File: src/hw/rtl/pee_pkg.sv
// Shared types and character constants for the prefix expression evaluator.
package pee_pkg;

  localparam logic [7:0] CH_OPEN  = 8'h28;
  localparam logic [7:0] CH_CLOSE = 8'h29;
  localparam logic [7:0] CH_STAR  = 8'h2A;
  localparam logic [7:0] CH_PLUS  = 8'h2B;
  localparam logic [7:0] CH_MINUS = 8'h2D;
  localparam logic [7:0] CH_ZERO  = 8'h30;
  localparam logic [7:0] CH_NINE  = 8'h39;

  typedef enum logic [1:0] {
    OPC_ADD,
    OPC_SUB,
    OPC_MUL
  } opc_e;

  typedef enum logic [2:0] {
    ALU_ADD,
    ALU_SUB,
    ALU_DEC,
    ALU_MLL,
    ALU_MLH,
    ALU_MHL
  } alu_cmd_e;

  typedef struct packed {
    alu_cmd_e   cmd;
    logic [3:0] digit;
  } alu_req_t;

  typedef enum logic [3:0] {
    ST_IDLE,
    ST_FIN,
    ST_ACT,
    ST_LOOP,
    ST_DATA,
    ST_MLH,
    ST_MHL,
    ST_PUSH,
    ST_NGRD,
    ST_NGWR,
    ST_SBRD1,
    ST_SBRD2,
    ST_SBWR,
    ST_EFIN,
    ST_ERD,
    ST_EOUT
  } state_e;

endpackage

File: src/hw/rtl/pee_alu.sv
// Shared arithmetic unit: add, subtract, decimal step and one 32x32 multiplier.
module pee_alu (
  input  pee_pkg::alu_req_t req_i,
  input  logic [63:0]       a_i,
  input  logic [63:0]       b_i,
  input  logic [63:0]       c_i,
  output logic [63:0]       y_o
);
  import pee_pkg::*;

  logic [31:0] mul_x;
  logic [31:0] mul_y;
  logic [63:0] prod;

  always_comb begin
    mul_x = (req_i.cmd == ALU_MHL) ? a_i[63:32] : a_i[31:0];
    mul_y = (req_i.cmd == ALU_MLH) ? b_i[63:32] : b_i[31:0];
    prod  = {32'd0, mul_x} * {32'd0, mul_y};
  end

  // The cross partial products only reach the upper word of a wrapped 64-bit product.
  always_comb begin
    unique case (req_i.cmd)
      ALU_ADD: y_o = a_i + b_i;
      ALU_SUB: y_o = a_i - b_i;
      ALU_DEC: y_o = {a_i[60:0], 3'd0} + {a_i[62:0], 1'b0} + {60'd0, req_i.digit};
      ALU_MLL: y_o = prod;
      ALU_MLH,
      ALU_MHL: y_o = {c_i[63:32] + prod[31:0], c_i[31:0]};
      default: y_o = '0;
    endcase
  end

endmodule

File: config.mk
export PLATFORM = sky130hd
export DESIGN_NAME = pee_alu
export DESIGN_NICKNAME = d
export VERILOG_FILES = /design/src/hw/rtl/pee_pkg.sv /design/src/hw/rtl/pee_alu.sv
export SDC_FILE = /design/constraint.sdc
export NUM_CORES = 2
export LEC_CHECK = 0
export BUFFER_PORTS_ARGS = -buffer_cell sky130_fd_sc_hd__buf_2
export CAP_MARGIN = 10
export CORE_ASPECT_RATIO = 1.5
export CORE_MARGIN = 2
export CORE_UTILIZATION = 30
export DETAILED_ROUTE_END_ITERATION = 6
export GPL_ROUTABILITY_DRIVEN = 0
export SETUP_SLACK_MARGIN = 0.4
export SLEW_MARGIN = 20
export SYNTH_ARGS = -nofsm -noshare
export SYNTH_HDL_FRONTEND = slang
export SYNTH_SLANG_ARGS = --single-unit
File: constraint.sdc
create_clock -name vclk -period 32.2
set_input_delay 6.44 -clock vclk [all_inputs]
set_output_delay 6.44 -clock vclk [all_outputs]
set_load 0.02 [all_outputs]
[After elaboration in Yosys (flattened, before gate mapping)]
Cells that the tools add are included.
Storage, ports and cells
  word-level logic and storage cells: 16
  register bits after elaboration: 0
  input bits: 199
  output and inout bits: 64
Operators by class
  equal/unequal tests: 5
  muxes and demuxes: 3
  $add $sub $neg: 5
  reductions and logical operators: 2
  $mul: 1
Operators by type and width (number)
  $pmux 64 s5: 1
  $add 64x64->64: 2
  $add 64x4->64: 1
  $mul 32x32->64: 1
  $mux 32: 2
  $sub 64x64->64: 1
  $add 32x32->32: 1
  $eq 3x2->1 const B: 2
  $eq 3x3->1 const B: 2
  $eq 3x1->1 const B: 1
  $logic_not 3->1: 1
  $reduce_or 2->1: 1

[Logic depth before layout (Yosys ltp)]
  depth after elaboration: 5
  gate-level depth with buffers: 42
  gate-level depth less buffers: 39

[Worst setup path before layout]
No wires, ideal clock.
  path type: input-to-output
  from: in req_i[5] in the netlist's numbering
  to: out y_o[60]
  arrival: 15991 ps
  stages on the path: 36
  slack: 9769 ps
  buffers on the path: 3
  data required time: 25760 ps
  cells stage by stage: nand2b_1 clkbuf_1 nor2_1 clkbuf_1 mux2i_1 clkbuf_1 nor2_1 fa_1 inv_1 fa_1 fa_1 fa_1 inv_1 ha_1 ha_1 fa_1 fa_1 ha_1 a2111oi_0 a211oi_1 a21boi_1 o21ai_0 nand2b_1 xor2_1 ha_1 and3_1 nand3_1 a2bb2oi_1 o21ai_1 o21bai_1 o41ai_1 a41oi_1 o2bb2ai_1 xnor2_1 a22oi_1 nand2_1
Between the ends
  word-level cells in the longest chain between the ends: 5
  elaborated cells on any way between the ends: 12
RTL lines
  start, declared: RTL line pee_alu.sv:3  | input pee_pkg::alu_req_t req_i,
  $eq 3x3->1 (on tied branches): RTL line pee_alu.sv:16, pee_alu.sv:23, pee_alu.sv:17
  $mux 32 (on tied branches): RTL line pee_alu.sv:16, pee_alu.sv:17
  $mul 32x32->64: RTL line pee_alu.sv:18  | prod = {32'd0, mul_x} * {32'd0, mul_y};
  $add 32x32->32: RTL line pee_alu.sv:29  | ALU_MHL: y_o = {c_i[63:32] + prod[31:0], c_i[31:0]};
  $pmux 64 s5 (*): RTL line pee_alu.sv:23  | unique case (req_i.cmd)
  end, declared: RTL line pee_alu.sv:7  | output logic [63:0] y_o
Every way passes the cells marked *; elsewhere a longest branch is shown, timed or not.

[Worst setup path in the final report]
  from: in req_i[5] in the netlist's numbering
  to: out y_o[54]
Same word-level chain as after synthesis.

==> run_results.csv <==
group,metric,value,unit
outcome,status,"complete, but fails checks",
outcome,violations,"design-rule violations",
clock_tree,post_cts_buffers,0,
synth,synth_area,45400,µm²
sta,period_share,76.5,%
final_layout,n_fill_cell,15800,
final_layout,multiInputGateArea,41000,µm²
synth,synth_fp_nets,7204,
global_route,grt_pass1_wl,296,mm
final_layout,postLayoutCoreUtil,32.7,%
synth,synth_top_family_by_area,"adder cells",
clock_tree,cts_resized,0,
synth,synthMuxAreaShare,2.88,%
drt,wl_met3,22.7,mm
drt,ant_nets,0,
global_route,grt_max_degree,47,
floorplanning,rows,174,
floorplanning,die_x,322,µm
final_layout,nets,7272,
sta,fmax,40.6,MHz
setup_path,cpPeakStageDelay,900,ps
synth,synth_compound_gate_area_share,13.1,%
synth,synth-seq-area-share,0,%
floorplanning,initial_utilization,30.3,%
drt,drtIter0Drc,4503,
sta,report.final.slew_viol_count,0,
drt,top_layer_used,"met5",
sta,setup_violations,0,
final_layout,seq_cell_count,0,
drt,dr.pass1.iters,7,
min_path,min_from,"c_i[2]",
final_layout,regArea,0,µm²
drt,met2_length,92.0,mm
global_route,grtUsageTotal,26.4,%
drt,drc,13,
synth,synthSimpleGateAreaFrac,15.9,%
setup_path,worstSetupStartpoint,"req_i[5]",
synth,yosysWarnings,0,
floorplanning,dieHeight,480,µm
run,maxCapViolations,0,
final_layout,area_delta_synth_final,7.97,%
clock_tree,hold_buffers,0,
synth,ys_types,85,
sta,rsz0062_at_grt,"false",
floorplanning,pin_count,263,
floorplanning,core_area,150000,µm²
setup_path,required,25760,ps
final_layout,n_clock_buffer,0,
setup_path,end_kind,"output port",
setup_path,worst-setup-path-type,"in -> out",
sta,fin_crit,24630,ps
setup_path,worstPathArrival,18190,ps
final_layout,final_cell_mix,"inv_1 (929), fa_1 (900), nand2_1 (849)",
drt,via_per_inst,5.71,
drt,via_count,43800,
global_route,antenna_found_initial,39,
global_route,grt_pass1_vias,45300,
global_route,overflow,0,
synth,avgSynthCellArea,8.07,µm²
sta,setup_tns,0,ps
floorplanning,die_area,155000,µm²
synth,synth_xor_xnor_area_share,5.11,%
setup_path,cp_slowest_cell,"a221oi_1",
sta,final_hold_viol_count,0,
sta,worstMarginPinSlew,1200,ps
final_layout,layout_commonest_cell,"inv_1",
placed_design,dp_hpwl,163,mm
synth,synthAdderAreaFrac,52.9,%
final_layout,drive_gt1_share,8.57,%
drt,drt_wl_total,204,mm
final_layout,final_area,49000,µm²
min_path,min_path_type,"in -> out",
setup_path,critical_path.max_fanout,34,
drt,wire_per_inst,26.7,µm
placed_design,placed_area,48900,µm²
sta,slew_headroom,19.2,%
setup_path,start_kind,"primary input",
placed_design,port_buffers,263,
setup_path,cp_common_cell,"fa_1",
drt,drt-met1-wl,62.5,mm
synth,postSynthCellCount,5625,
==> layer usage <==
metal | global-route usage (%) | up-vias
li1 | - | 18200
met2 | 42.2 | 2803
met4 | 27.0 | 22
met5 | 0.313 | -
met3 | 8.87 | 1179
met1 | 26.3 | 21600
==> metrics by stage <==
step / setup slack (ps) / cells / hold slack (ps)
6_report: 7570 / 7658 / 13200
5_1_grt: 7270 / 7632 / 13230
4_1_cts: 8120 / 7626 / 13200
3_5_place_dp: 8110 / 7626 / 13200
3_3_place_gp: 8300 / 7626 / 13200
2_1_floorplan: 9770 / 5625 / 13110
==> synth_stat cells (18+ instances only) <==
cell type | instances | area [µm²]
a21o_1 | 124 | 931
a21oi_1 | 270 | 1350
a22oi_1 | 24 | 180
a31oi_1 | 43 | 269
and2_1 | 34 | 213
and3_1 | 34 | 213
clkbuf_1 | 278 | 1040
fa_1 | 900 | 18000
ha_1 | 480 | 6010
inv_1 | 929 | 3490
mux2_2 | 61 | 687
mux2i_1 | 62 | 621
nand2_1 | 850 | 3190
nand2b_1 | 32 | 200
nand3_1 | 49 | 245
nand4_1 | 52 | 325
nor2_1 | 522 | 1960
nor2b_1 | 25 | 156
nor3_1 | 44 | 220
o211ai_1 | 28 | 210
o21a_1 | 18 | 135
o21ai_0 | 161 | 806
o21ai_1 | 40 | 200
o21bai_1 | 34 | 255
o31ai_1 | 22 | 165
xnor2_1 | 142 | 1240
xor2_1 | 123 | 1080
==> area by class of cell <==
class | instances | share of cell area, %
repair buffers | 358 | 4.15
inverters | 930 | 7.12
well taps | 1936 | 4.94
diodes | 31 | 0.158
multi-input cells | 4403 | 83.6
==> final timing paths <==
path | endpoint | slack [ps] | cells past startpoint
max | y_o[54] | 7570 | 35
min | y_o[2] | 13200 | 4
==> cell families (layout without fill, tap and decap cells) <==
logic type / after synthesis / count (layout)
AND/OR/NAND/NOR: 1710 / 1710
adder cells (fa/ha/maj): 1380 / 1380
XOR/XNOR: 265 / 265
other: 0 / 31
buffers and inverters: 1222 / 1288
multiplexers: 123 / 123
AO/OA/AOI/OAI: 925 / 925
==> critical path, delay by kind of cell <==
kind	cells	cell delay [ps]
xor+xnor	2	1000
simple gates	7	1590
buf+inv	7	1360
mux	1	740
fa+ha+maj	10	4200
compound gates	8	2770
